--- config.mk ---
export PLATFORM = sky130hd
export DESIGN_NAME = eight_bit_alu_with_flags_core
export DESIGN_NICKNAME = d
export VERILOG_FILES = /design/src/hdl/ealu_pkg.sv /design/src/hdl/ealu_exec.sv /design/src/hdl/eight_bit_alu_with_flags_core.sv
export VERILOG_INCLUDE_DIRS = /design/src /design/src/hdl
export SDC_FILE = /design/constraint.sdc
export NUM_CORES = 1
export LEC_CHECK = 0
export BUFFER_PORTS_ARGS = -buffer_cell sky130_fd_sc_hd__buf_2
export CORE_UTILIZATION = 30
export DETAILED_ROUTE_END_ITERATION = 10
export MAX_ROUTING_LAYER = met4
export PLACE_DENSITY = 0.6
export SLEW_MARGIN = 5
export SYNTH_ARGS = -nofsm -noshare
export SYNTH_HDL_FRONTEND = slang
export SYNTH_SLANG_ARGS = --single-unit
--- constraint.sdc ---
create_clock -name i_clk -period 7.9 [get_ports i_clk]
set_clock_uncertainty 0.1 [all_clocks]
set_input_delay 1.185 -clock i_clk [delete_from_list [all_inputs] [get_ports i_clk]]
set_output_delay 1.185 -clock i_clk [all_outputs]
set_load 0.03 [all_outputs]
--- src/hdl/eight_bit_alu_with_flags_core_macros.svh ---
// assertion macros used by the alu core top level
`ifndef EIGHT_BIT_ALU_WITH_FLAGS_CORE_MACROS_SVH
`define EIGHT_BIT_ALU_WITH_FLAGS_CORE_MACROS_SVH

// same-cycle implication, clocked on i_clk, off while in reset
`define ALU_ASSERT_NOW(label, ante, cons, msg) \
    label: assert property (@(posedge i_clk) disable iff (!i_rst_n) (ante) |-> (cons)) \
        else $error(msg);

// next-cycle implication, clocked on i_clk, off while in reset
`define ALU_ASSERT_NEXT(label, ante, cons, msg) \
    label: assert property (@(posedge i_clk) disable iff (!i_rst_n) (ante) |=> (cons)) \
        else $error(msg);

`endif

--- src/hdl/ealu_pkg.sv ---
// shared types, operation codes and flag positions of the alu core
package ealu_pkg;

    // operation codes
    localparam logic [4:0] KIND_ADD   = 5'd0;
    localparam logic [4:0] KIND_ADC   = 5'd1;
    localparam logic [4:0] KIND_SUB   = 5'd2;
    localparam logic [4:0] KIND_SBC   = 5'd3;
    localparam logic [4:0] KIND_AND   = 5'd4;
    localparam logic [4:0] KIND_XOR   = 5'd5;
    localparam logic [4:0] KIND_OR    = 5'd6;
    localparam logic [4:0] KIND_CP    = 5'd7;
    localparam logic [4:0] KIND_INC   = 5'd8;
    localparam logic [4:0] KIND_DEC   = 5'd9;
    localparam logic [4:0] KIND_RLC   = 5'd10;
    localparam logic [4:0] KIND_RRC   = 5'd11;
    localparam logic [4:0] KIND_RL    = 5'd12;
    localparam logic [4:0] KIND_RR    = 5'd13;
    localparam logic [4:0] KIND_SLA   = 5'd14;
    localparam logic [4:0] KIND_SRA   = 5'd15;
    localparam logic [4:0] KIND_SRL   = 5'd16;
    localparam logic [4:0] KIND_SWAP  = 5'd17;
    localparam logic [4:0] KIND_BIT   = 5'd18;
    localparam logic [4:0] KIND_SET   = 5'd19;
    localparam logic [4:0] KIND_RES   = 5'd20;
    localparam logic [4:0] KIND_ADD16 = 5'd21;

    // flag bit positions in the flag byte
    localparam int FLAG_Z = 7;
    localparam int FLAG_N = 6;
    localparam int FLAG_H = 5;
    localparam int FLAG_C = 4;

    // input transaction
    typedef struct packed {
        logic [4:0]  kind;
        logic [7:0]  accumulator;
        logic [7:0]  operand;
        logic [7:0]  flags_in;
        logic [2:0]  bit_index;
        logic [15:0] wide_left;
        logic [15:0] wide_right;
    } t_alu_in;

    // result transaction
    typedef struct packed {
        logic [7:0]  result;
        logic [15:0] wide_result;
        logic [7:0]  flags_out;
    } t_alu_out;

endpackage

--- src/hdl/ealu_exec.sv ---
// combinational datapath: byte operations, 16-bit add and flag generation
module ealu_exec (
    input  ealu_pkg::t_alu_in  i_item,
    output ealu_pkg::t_alu_out o_res
);
    import ealu_pkg::*;

    logic [7:0]  a;
    logic [7:0]  r;
    logic [2:0]  idx;
    logic        c_in;
    logic        add_cin;
    logic        sub_cin;
    logic [8:0]  add_sum;
    logic [8:0]  sub_diff;
    logic [16:0] wide_sum;
    logic [7:0]  bit_mask;
    logic [7:0]  res;
    logic [15:0] wide;
    logic        fz;
    logic        fn;
    logic        fh;
    logic        fc;

    assign a    = i_item.accumulator;
    assign r    = i_item.operand;
    assign idx  = i_item.bit_index;
    assign c_in = i_item.flags_in[FLAG_C];

    // carry in only for the with-carry forms
    assign add_cin = (i_item.kind == KIND_ADC) ? c_in : 1'b0;
    assign sub_cin = (i_item.kind == KIND_SBC) ? c_in : 1'b0;

    // shared adders; bit 8 of the difference is the borrow
    assign add_sum  = {1'b0, a} + {1'b0, r} + {8'd0, add_cin};
    assign sub_diff = {1'b0, a} - {1'b0, r} - {8'd0, sub_cin};
    assign wide_sum = {1'b0, i_item.wide_left} + {1'b0, i_item.wide_right};
    assign bit_mask = 8'd1 << idx;

    // operation select and flag rules
    always_comb begin
        res  = 8'd0;
        wide = 16'd0;
        fz   = i_item.flags_in[FLAG_Z];
        fn   = i_item.flags_in[FLAG_N];
        fh   = i_item.flags_in[FLAG_H];
        fc   = c_in;
        unique case (i_item.kind)
            KIND_ADD, KIND_ADC: begin
                res = add_sum[7:0];
                fz  = (add_sum[7:0] == 8'd0);
                fn  = 1'b0;
                fh  = a[4] ^ r[4] ^ add_sum[4];
                fc  = add_sum[8];
            end
            KIND_SUB, KIND_SBC, KIND_CP: begin
                res = (i_item.kind == KIND_CP) ? a : sub_diff[7:0];
                fz  = (sub_diff[7:0] == 8'd0);
                fn  = 1'b1;
                fh  = a[4] ^ r[4] ^ sub_diff[4];
                fc  = sub_diff[8];
            end
            KIND_AND: begin
                res = a & r;
                fz  = ((a & r) == 8'd0);
                fn  = 1'b0;
                fh  = 1'b1;
                fc  = 1'b0;
            end
            KIND_XOR: begin
                res = a ^ r;
                fz  = ((a ^ r) == 8'd0);
                fn  = 1'b0;
                fh  = 1'b0;
                fc  = 1'b0;
            end
            KIND_OR: begin
                res = a | r;
                fz  = ((a | r) == 8'd0);
                fn  = 1'b0;
                fh  = 1'b0;
                fc  = 1'b0;
            end
            KIND_INC: begin
                res = r + 8'd1;
                fz  = (r == 8'hFF);
                fn  = 1'b0;
                fh  = (r[3:0] == 4'hF);
            end
            KIND_DEC: begin
                res = r - 8'd1;
                fz  = (r == 8'd1);
                fn  = 1'b1;
                fh  = (r[3:0] == 4'h0);
            end
            KIND_RLC: begin
                res = {r[6:0], r[7]};
                fz  = (r == 8'd0);
                fn  = 1'b0;
                fh  = 1'b0;
                fc  = r[7];
            end
            KIND_RRC: begin
                res = {r[0], r[7:1]};
                fz  = (r == 8'd0);
                fn  = 1'b0;
                fh  = 1'b0;
                fc  = r[0];
            end
            KIND_RL: begin
                res = {r[6:0], c_in};
                fz  = ({r[6:0], c_in} == 8'd0);
                fn  = 1'b0;
                fh  = 1'b0;
                fc  = r[7];
            end
            KIND_RR: begin
                res = {c_in, r[7:1]};
                fz  = ({c_in, r[7:1]} == 8'd0);
                fn  = 1'b0;
                fh  = 1'b0;
                fc  = r[0];
            end
            KIND_SLA: begin
                res = {r[6:0], 1'b0};
                fz  = (r[6:0] == 7'd0);
                fn  = 1'b0;
                fh  = 1'b0;
                fc  = r[7];
            end
            KIND_SRA: begin
                res = {r[7], r[7:1]};
                fz  = (r[7:1] == 7'd0);
                fn  = 1'b0;
                fh  = 1'b0;
                fc  = r[0];
            end
            KIND_SRL: begin
                res = {1'b0, r[7:1]};
                fz  = (r[7:1] == 7'd0);
                fn  = 1'b0;
                fh  = 1'b0;
                fc  = r[0];
            end
            KIND_SWAP: begin
                res = {r[3:0], r[7:4]};
                fz  = (r == 8'd0);
                fn  = 1'b0;
                fh  = 1'b0;
                fc  = 1'b0;
            end
            KIND_BIT: begin
                res = r;
                fz  = ~r[idx];
                fn  = 1'b0;
                fh  = 1'b1;
            end
            KIND_SET: begin
                res = r | bit_mask;
            end
            KIND_RES: begin
                res = r & ~bit_mask;
            end
            KIND_ADD16: begin
                wide = wide_sum[15:0];
                fn   = 1'b0;
                fh   = i_item.wide_left[12] ^ i_item.wide_right[12] ^ wide_sum[12];
                fc   = wide_sum[16];
            end
            default: begin
                // unused codes: zero result, flags passed through
                res  = 8'd0;
            end
        endcase
    end

    assign o_res.result      = res;
    assign o_res.wide_result = wide;
    assign o_res.flags_out   = {fz, fn, fh, fc, 4'b0000};

endmodule

--- src/hdl/eight_bit_alu_with_flags_core.sv ---
// alu core top level: input register, datapath and result register
// path: input register, datapath, then result register; the result strobe is high while the result
// register holds the transaction's result, and that result is taken at the edge that ends that cycle
// throughput: one transaction per cycle, busy stays low, set by the single datapath pass
// reset: synchronous active-low reset clears both stage valid flags
// payload registers are not reset; results cannot be held off by the receiver
module eight_bit_alu_with_flags_core (
    input  logic               i_clk,
    input  logic               i_rst_n,
    input  logic               start,
    output logic               busy,
    input  ealu_pkg::t_alu_in  i_item,
    output logic               o_res_valid,
    output ealu_pkg::t_alu_out o_res
);
    import ealu_pkg::*;

    logic     r_in_valid;
    t_alu_in  r_in;
    logic     r_out_valid;
    t_alu_out r_out;
    t_alu_out n_out;

    // never stalls: a new transaction is taken every cycle
    assign busy = 1'b0;

    // input register
    always_ff @(posedge i_clk) begin
        if (!i_rst_n) begin
            r_in_valid <= 1'b0;
        end else begin
            r_in_valid <= start & ~busy;
        end
        if (start && !busy) begin
            r_in <= i_item;
        end
    end

    // datapath
    ealu_exec u_exec (
        .i_item (r_in),
        .o_res  (n_out)
    );

    // result register
    always_ff @(posedge i_clk) begin
        if (!i_rst_n) begin
            r_out_valid <= 1'b0;
        end else begin
            r_out_valid <= r_in_valid;
        end
        if (r_in_valid) begin
            r_out <= n_out;
        end
    end

    assign o_res_valid = r_out_valid;
    assign o_res       = r_out;

`include "eight_bit_alu_with_flags_core_macros.svh"

    // each accepted transaction reaches the input stage and then the result stage
    `ALU_ASSERT_NEXT(a_in_stage, start && !busy, r_in_valid, "accepted transaction lost")
    `ALU_ASSERT_NEXT(a_out_stage, r_in_valid, o_res_valid, "result strobe missing")
    // low nibble of the flag byte is always clear
    `ALU_ASSERT_NOW(a_flag_nibble, o_res_valid, o_res.flags_out[3:0] == 4'd0, "flag low nibble set")
    // only the 16-bit add produces a wide result
    `ALU_ASSERT_NEXT(a_wide_zero, r_in_valid && r_in.kind != KIND_ADD16, o_res.wide_result == 16'd0, "wide result not zero")

endmodule
==> qor.yml, run 1 <==
detailed_route_drc_error_count: 0
period_share_pct: 50.0
io_pins: 101
timing.critical_path.from_type: "register"
core-area_sq_mm: 0.0204
synth-seq-area-share_pct: 42.6
rrSetupSlack_ns: 3.95
synthDominantCellAreaShare_pct: 42.0
worstRegToRegCells: 11
cpMaxStageDelayCell: "sky130_fd_sc_hd__edfxtp_1"
htreeDepth: 3
final-seq-area_sq_mm: 0.00268
layout.filler_cells: 2105
grt_start_max_net_pins: 62
final_antenna_net_count: 0
syn_to_final_growth_pct: 15.6
vias: 5410
gpl.final_weighted_congestion: 0.958
worst_ep_arrival_time_ns: 3.95
synthTopCellsByArea: "sky130_fd_sc_hd__edfxtp_1 42%, sky130_fd_sc_hd__ha_1 9.9%, sky130_fd_sc_hd__nor2_1 3.3%"
design.final.nets: 824
wl_per_cell_um: 20.5
floorplan.rows: 52
grt_setup_unrepaired: "no"
finalHoldViolations: 0
timing.critical_path.fanout_max: 22
final-setup-viol-count: 0
holdCritStartpoint: "r_in[16]"
ys_ff_latch: 90
synth_common_cells: "88 x sky130_fd_sc_hd__edfxtp_1, 56 x sky130_fd_sc_hd__nor2_1, 50 x sky130_fd_sc_hd__ha_1"
p_leak_nw: 2.76
cts_tree: "done"
clkTransAtPathRegs_ns: 0.07
port-buffer-count: 91
timing.critical_path.mode_cell: "sky130_fd_sc_hd__fa_1"
grt_util_all_layers_pct: 19.3
routed_wirelength_um: 20000
critical_path.endpoint_type: "register"
whs_endpoint: "o_res[8]"
synth_top_area_cell: "sky130_fd_sc_hd__edfxtp_1"
worst_ir_drop_vdd_v: 0.000130
dr.pass1.iters: 6
hold_critical_path_depth: 2
ys_async_sr_fraction_pct: 0
grt_pass1_wl_um: 30500
cts.hold.buffers_added: 0
cp_cell_sequence: "nor2b_1 > and4_1 > fa_1 > inv_1 > fa_1 > nand2b_1 > a21oi_1 > xnor2_1 > nor3b_1 > and4b_1 > or3_1"
detailedRoute.firstIterationViolations: 536
max_slew_margin_pct: 33.7
power_report.internal_total_mw: 0.997
timing.final.max_slew_violations: 0
critical_path.reg2reg.startpoint: "r_in[59]"
clock_power_share_pct: 31.9
power_density_mw_per_mm2: 204
synth_flop_type: "sky130_fd_sc_hd__edfxtp_1"
synth_enable_flop_cells: 88
post-cts-setup-buffers: 0
critical_path_type: "reg2reg"
cts.sinks: 90
max_freq_ghz: 0.253
drive_above_1_share_pct: 17.8
finalHoldWorstSlack_ns: 0.545
fp.dieArea_sq_mm: 0.0216
min_period_ns: 3.95
clockRootBuffer: "sky130_fd_sc_hd__clkbuf_16"
synth_cell_type_count: 73
number_of_global_route_vias_before_repair: 5058
finalSetupTns_ns: 0
post_cts_resized: 0
outcome: "completed"
seq_pwr_share_pct: 41.1
total_gr_overflow: 0
synth_area_per_inst_sq_um: 10.1
die_h_um: 147
postSynthCellCount: 626
post_synth_instance_area_sq_mm: 0.00629
post-synth-top-count-cell: "sky130_fd_sc_hd__edfxtp_1"
route.detailed.vias_per_inst: 5.54
tritoncts.num_buffers: 9
clk_path_buf_depth: 2
power.share.combinational_pct: 27.0
antenna_found_initial: 0
min-delay-path-class: "reg2reg"
switch_share_pct: 32.7
rr_endpoint: "o_res[7]"
initial_core_util_pct: 30.8
multi_input_area_sq_mm: 0.00331
dp_hpwl_um: 14900
yosysWarnings: 0
insertion_delay_ns: 0.35
critical_path_required_ns: 7.90
max_stage_delay_ns: 0.86
drv.max_cap_violation_count: 0
dieWidth_um: 147
worst-slew-pin-transition_ns: 0.994
timing.critical_path.from: "r_in[59]"
net-switching-power_mw: 0.485
-- cell families (layout without fill, tap and decap cells) --
group	count (synthesis)	in the layout	share of synthesized area, %
buf+inv	72	148	5.09
other cells	1	6	0.0596
fa+ha+maj	55	55	11.5
flops	90	90	42.6
simple gates	210	210	17.2
xor+xnor	21	21	2.92
mux	9	9	1.85
compound gates	168	168	18.7
-- cell type report --
class	count	share of cell area (%)
diodes	1	0.0344
clock buffers	9	3.09
clock inverters	6	1.25
inverters	37	1.91
multi-input cells	468	45.4
flip-flops and latches	90	36.9
well taps	270	4.64
repair buffers	96	6.77
-- flip-flops by register name, summed over array words and instances, names as in the netlist --
signal	count
o_res	28
o_res_valid	1
r_in	60
r_in_valid	1
-- per-layer routing --
layer	vias to the layer above	global-route usage [%]	wire length, um
li1	2521	-	-
met1	2557	24.8	8580
met2	279	29.6	8990
met3	53	4.72	1710
met4	0	6.46	729
met5	-	-	0
-- worst max-delay path: cells and delay by family (launching register included) --
family	cells	cell delay (ns)
compound gates	1	0.39
xor+xnor	1	0.17
fa+ha+maj	2	0.69
buf+inv	1	0.07
flops	1	0.86
simple gates	6	1.42
-- power groups by stage --
stage	clock network, mW	logic, mW	registers, mW
floorplan	0	0.267	0.620
finish	0.473	0.401	0.609
detailed placement	0	0.392	0.619
CTS	0.486	0.395	0.609
global placement	0	0.393	0.620
global route	0.500	0.437	0.614
-- cell usage in the layout (no fill, tap or decap), types with 13 or more instances in the layout --
| cell | instances |
|---|---|
| sky130_fd_sc_hd__nor3_1 | 18 |
| sky130_fd_sc_hd__xnor2_1 | 15 |
| sky130_fd_sc_hd__a21oi_1 | 29 |
| sky130_fd_sc_hd__nor2_1 | 56 |
| sky130_fd_sc_hd__nand3_1 | 16 |
| sky130_fd_sc_hd__edfxtp_1 | 88 |
| sky130_fd_sc_hd__ha_1 | 50 |
| sky130_fd_sc_hd__buf_2 | 91 |
| sky130_fd_sc_hd__o21ai_0 | 28 |
| sky130_fd_sc_hd__inv_1 | 36 |
| sky130_fd_sc_hd__nand2_1 | 40 |
| sky130_fd_sc_hd__o22ai_1 | 13 |
-- stage by stage --
stage / power [mW] / util (%) / setup slack, ns / std cells / instance area [sq um]
after floorplan: 0.887 / - / 4.60 / 630 / 6310
after global placement: 1.01 / 34.1 / 4.00 / 961 / 6960
after detailed placement: 1.01 / 34.1 / 4.04 / 961 / 6960
after CTS: 1.49 / 35.6 / 4.03 / 976 / 7280
after global routing: 1.55 / 35.6 / 3.81 / 976 / 7280
final: 1.48 / 35.6 / 3.95 / 977 / 7280
-- worst max path at each step --
stage,endpoint,depth (start not counted)
after floorplan,o_res[7],12
after global placement,o_res[7],11
after detailed placement,o_res[7],11
after CTS,o_res[7],11
after global routing,o_res[31],11
final,o_res[7],11
(Power assumes the default switching activity.)
==> run 2, diff against run 1 <==
- PLACE_DENSITY: 0.6 -> 0.61
- clock period: 7.9 -> 3.55 ns (I/O delays scaled with it)
==> run 2 against run 1 <==
Final cell count grew 1.8%. Die area is the same. Sequential power grew 120%. Wire length shrank 0.71%. Sequential share of layout area shrank 0.56 points. Worst setup slack lost 3.7 ns. Count of clock-buffer cells in the layout grew 2. Hold slack lost 0.29 ns. Register-to-register slack lost 3.7 ns. Combinational power grew 140%.
==> qor.yml, run 2 (synthesized netlist as in run 1, its figures left out) <==
seq_pwr_share_pct: 40.6
clkTransAtPathRegs_ns: 0.07
io_pins: 101
finalHoldWorstSlack_ns: 0.250
net-switching-power_mw: 1.06
cp.buffers_inverters: 1
grt_start_max_net_pins: 58
tritoncts.num_buffers: 9
timing.critical_path.from: "r_in[60]"
cpMaxStageDelayCell: "sky130_fd_sc_hd__edfxtp_1"
dieWidth_um: 147
critical_path_required_ns: 3.55
power_report.internal_total_mw: 2.17
holdCritStartpoint: "i_item[60]"
final-setup-viol-count: 0
max_slew_margin_pct: 38.8
routed_wirelength_um: 19900
period_share_pct: 92.6
cts.sinks: 90
timing.critical_path.fanout_max: 5
route.detailed.vias_per_inst: 5.53
timing.critical_path.mode_cell: "sky130_fd_sc_hd__fa_1"
die_h_um: 147
clk_path_buf_depth: 2
clockRootBuffer: "sky130_fd_sc_hd__clkbuf_16"
worst_ir_drop_vdd_v: 0.000242
layout.cells.most_common_list: "91 x sky130_fd_sc_hd__buf_2, 88 x sky130_fd_sc_hd__edfxtp_1, 56 x sky130_fd_sc_hd__nor2_1"
finalSetupTns_ns: 0
post_cts_resized: 0
cts.hold.buffers_added: 0
htreeDepth: 3
critical_path.reg2reg.startpoint: "r_in[60]"
grt_pass1_wl_um: 30300
drive_above_1_share_pct: 19.9
max_stage_delay_ns: 0.45
max_freq_ghz: 0.304
wl_per_cell_um: 20.0
timing.final.max_slew_violations: 0
core-area_sq_mm: 0.0204
initial_core_util_pct: 30.8
p_leak_nw: 2.83
finalHoldViolations: 0
layout.cells.most_common: "sky130_fd_sc_hd__buf_2"
design.final.nets: 842
switch_share_pct: 32.8
power_density_mw_per_mm2: 438
fp.dieArea_sq_mm: 0.0216
grt_setup_unrepaired: "no"
post-cts-setup-buffers: 0
dr.pass1.iters: 5
cts_tree: "done"
clock_power_share_pct: 30.1
timing.critical_path.from_type: "register"
dp_hpwl_um: 15500
worst_ep_arrival_time_ns: 3.29
detailedRoute.firstIterationViolations: 500
outcome: "completed"
gpl.final_weighted_congestion: 0.968
max_reg_flops: 60
min-delay-path-class: "in2reg"
final_antenna_net_count: 0
power.share.combinational_pct: 29.3
critical_path_type: "reg2reg"
antenna_found_initial: 0
number_of_global_route_vias_before_repair: 5102
vias: 5501
min_period_ns: 3.29
worst-slew-pin-transition_ns: 0.911
syn_to_final_growth_pct: 17.4
regMostFlops: "r_in"
port-buffer-count: 91
insertion_delay_ns: 0.35
n_antenna_cell: 0
path_delay_family: "simple AND/OR/NAND/NOR gates"
drv.max_cap_violation_count: 0
critical_path.endpoint_type: "register"
total_gr_overflow: 0
detailed_route_drc_error_count: 0
cp_cell_sequence: "nor2b_1 > and4_1 > fa_1 > inv_1 > fa_1 > nand2b_1 > a21oi_1 > xnor2_1 > nor3b_1 > and4b_1 > or3_1"
grt_util_all_layers_pct: 19.4
floorplan.rows: 52
[run 2: cell types whose count changed in the layout (fill, tap and decap cells not counted)]
cell and change:
sky130_fd_sc_hd__inv_8 -1, sky130_fd_sc_hd__clkinvlp_4 +1, sky130_fd_sc_hd__inv_6 +2, sky130_fd_sc_hd__clkinv_4 -1, sky130_fd_sc_hd__bufinv_16 -1, sky130_fd_sc_hd__buf_4 +18
sky130_fd_sc_hd__clkinv_1 -1, sky130_fd_sc_hd__diode_2 -1, sky130_fd_sc_hd__clkbuf_1 +2
[run 2: metrics by stage]
step	util [%]	total power [mW]	std cells	setup slack, ns	area [sq um]
5_1_grt	36.2	3.40	995	0.0396	7390
2_1_floorplan	-	1.97	630	0.246	6310
3_3_place_gp	34.7	2.27	979	0.328	7090
4_1_cts	36.2	3.26	995	0.310	7390
6_report	36.2	3.24	995	0.264	7390
3_5_place_dp	34.7	2.27	979	0.326	7090
[run 2: final timing paths]
check                           endpoint  slack (ns)  depth (start not counted)
worst max-delay path            o_res[7]        0.26                         11
worst min-delay path            r_in[60]        0.25                          1
worst max register to register  o_res[7]        0.26                         11
worst min register to register  o_res[8]        0.54                          2
[run 2: layer usage]
metal | GRT usage [%] | share of wire [%] | vias up
li1 | - | - | 2562
met1 | 24.6 | 42 | 2598
met4 | 9.48 | 4.4 | 0
met3 | 4.01 | 8.4 | 52
met5 | - | 0 | -
met2 | 29.4 | 45 | 289
[run 2: cell type report]
class	instances	area, sq um
Inverter	37	139
Clock inverter	5	62.6
Multi-Input combinational cell	468	3310
Sequential cell	90	2680
Tap cell	270	338
Clock buffer	11	233
Timing Repair Buffer	114	628
Fill cell	2100	13000
[run 2: power by group through the flow]
stage | sequential [mW] | clock [mW] | combinational [mW]
after floorplan | 1.38 | 0 | 0.593
after global placement | 1.34 | 0 | 0.936
after detailed placement | 1.34 | 0 | 0.932
after CTS | 1.32 | 1.00 | 0.937
after global routing | 1.32 | 1.04 | 1.04
final | 1.31 | 0.975 | 0.949
==> run 3, diff against run 2 <==
--- a/config.mk
+++ b/config.mk
@@ -7,9 +7,9 @@
 export NUM_CORES = 1
 export LEC_CHECK = 0
-export BUFFER_PORTS_ARGS = -buffer_cell sky130_fd_sc_hd__buf_2
 export CORE_UTILIZATION = 30
 export DETAILED_ROUTE_END_ITERATION = 10
+export DONT_BUFFER_PORTS = 1
 export MAX_ROUTING_LAYER = met4
-export PLACE_DENSITY = 0.61
+export PLACE_DENSITY = 0.57
 export SLEW_MARGIN = 5
 export SYNTH_ARGS = -nofsm -noshare
==> constraint.sdc (replaced) <==
create_clock -name i_clk -period 3.55 [get_ports i_clk]
set_clock_uncertainty 0.1 [all_clocks]
set_input_delay 0.71 -clock i_clk [delete_from_list [all_inputs] [get_ports i_clk]]
set_output_delay 0.71 -clock i_clk [all_outputs]
set_load 0.03 [all_outputs]
==> run 3 against run 2 <==
Wire length up 0.81%. First-iteration DRC count rose by 7.6%. Non-clock buffer count fell by 91. Final cell count shrank 9.0%. Critical path depth stayed put.
==> qor.yml, run 3 (synthesized netlist as in run 1, its figures left out) <==
clk_path_buf_depth: 2
insertion_delay_ns: 0.36
layout.filler_cells: 2118
tritoncts.num_buffers: 9
hold_critical_path_depth: 0
timing.critical_path.fanout_max: 5
dieWidth_um: 147
grt_pass1_wl_um: 30300
power_report.internal_total_mw: 2.14
critical_path.reg2reg.startpoint: "r_in[60]"
grt_setup_unrepaired: "no"
max_freq_ghz: 0.304
die_h_um: 147
gpl.final_weighted_congestion: 0.987
period_share_pct: 92.6
seq_pwr_share_pct: 42.8
max_reg_flops: 60
initial_core_util_pct: 30.8
detailedRoute.firstIterationViolations: 538
post-cts-setup-buffers: 0
regMostFlops: "r_in"
cts_tree: "done"
route.detailed.vias_per_inst: 5.69
vias: 5145
syn_to_final_growth_pct: 10.3
htreeDepth: 3
critical_path_required_ns: 3.56
cpMaxStageDelayCell: "sky130_fd_sc_hd__edfxtp_1"
power_density_mw_per_mm2: 463
floorplan.rows: 52
worstRegToRegCells: 11
timing.critical_path.mode_cell: "sky130_fd_sc_hd__fa_1"
setup_ws_ns: 0.263
post_cts_resized: 0
worst_ir_drop_vdd_v: 0.000250
rrSetupSlack_ns: 0.26
power.share.combinational_pct: 26.1
timing.critical_path.from_type: "register"
final_antenna_net_count: 0
holdCritStartpoint: "i_item[42]"
drive_above_1_share_pct: 8.53
layout.cells.most_common: "sky130_fd_sc_hd__edfxtp_1"
wl_per_cell_um: 22.1
min_period_ns: 3.29
dr.pass1.iters: 6
rr_endpoint: "o_res[7]"
cts.sinks: 90
clockRootBuffer: "sky130_fd_sc_hd__clkbuf_16"
port-buffer-count: 0
finalHoldViolations: 0
worst_ep_arrival_time_ns: 3.30
numPlacedInstances: 888
critical_path_type: "reg2reg"
clock_power_share_pct: 31.1
routed_wirelength_um: 20000
design.final.nets: 751
cp_cell_sequence: "nor2b_1 > and4_1 > fa_1 > inv_1 > fa_1 > nand2b_1 > a21oi_1 > o22ai_1 > xnor2_1 > and4b_1 > or3_1"
outcome: "completed"
grt_util_all_layers_pct: 19.5
max_stage_delay_ns: 0.44
net-switching-power_mw: 1.07
post-layout-total-power_mw: 3.21
layout.cells.most_common_list: "88 x sky130_fd_sc_hd__edfxtp_1, 56 x sky130_fd_sc_hd__nor2_1, 50 x sky130_fd_sc_hd__ha_1"
timing.final.max_slew_violations: 0
detailed_route_drc_error_count: 0
number_of_global_route_vias_before_repair: 4961
max_slew_margin_pct: 31.5
final-setup-viol-count: 0
drv.max_cap_violation_count: 0
p_leak_nw: 2.50
util_after_layout_pct: 34.0
critical_path.endpoint_type: "register"
min-delay-path-class: "in2reg"
grt_start_max_net_pins: 62
whs_endpoint: "r_in[42]"
placement.setup.worst_slack_ns: 0.308
antenna_found_initial: 2
layoutNonFillerInstCount: 905
worst-slew-pin-transition_ns: 1.03
switch_share_pct: 33.4
dp_hpwl_um: 15300
clkTransAtPathRegs_ns: 0.07
core-area_sq_mm: 0.0204
total_gr_overflow: 0
cts.hold.buffers_added: 0
io_pins: 101
fp.dieArea_sq_mm: 0.0216
finalSetupTns_ns: 0
## run 3: how the worst max path moves through the flow
stage	to	depth (start not counted)	startpoint	slack, ns
floorplan	o_res[7]	12	r_in[60]	0.25
global placement	o_res[7]	11	r_in[60]	0.32
detailed placement	o_res[7]	11	r_in[60]	0.31
CTS	o_res[7]	11	r_in[60]	0.29
global route	o_res[7]	11	r_in[60]	0.04
finish	o_res[7]	11	r_in[60]	0.26
## run 3: area by class of cell
cell class | count | area (sq um) | area share, %
Tap cell | 270 | 338 | 4.87
Multi-Input combinational cell | 468 | 3310 | 47.6
Clock buffer | 9 | 225 | 3.24
Antenna cell | 2 | 5.00 | 0.0721
Timing Repair Buffer | 23 | 173 | 2.49
Sequential cell | 90 | 2680 | 38.6
Clock inverter | 6 | 72.6 | 1.05
Inverter | 37 | 139 | 2.00
## run 3: power groups by stage
stage	Clock (mW)	Sequential (mW)	Combinational, mW
CTS	1.02	1.38	0.825
finish	0.999	1.38	0.839
floorplan	0	1.38	0.593
global placement	0	1.40	0.824
detailed placement	0	1.40	0.819
global route	1.06	1.39	0.914
## run 3: critical path: cells and delay by family, from the launching register on
kind,cells,cell delay [ns]
adders and majority gates,2,0.68
buffers and inverters,1,0.07
and+or+nand+nor,5,1.19
AOI/OAI and AO/OA,2,0.33
DFF,1,0.44
xor gates and xnor gates,1,0.24
## run 3: per-layer routing
metal,vias to the layer above,part of all wire (%),global-route usage [%]
li1,2378,-,-
met1,2419,41,23.9
met2,297,45,29.6
met3,51,10,6.37
met4,0,3.3,7.76
met5,-,0,-
## run 3: metrics by stage
step | cell area (sq um) | hold slack [ns]
4_1_cts | 6940 | 0.335
2_1_floorplan | 6310 | 0.471
5_1_grt | 6940 | 0.332
6_report | 6940 | 0.341
3_5_place_dp | 6640 | 0.534
3_3_place_gp | 6640 | 0.530
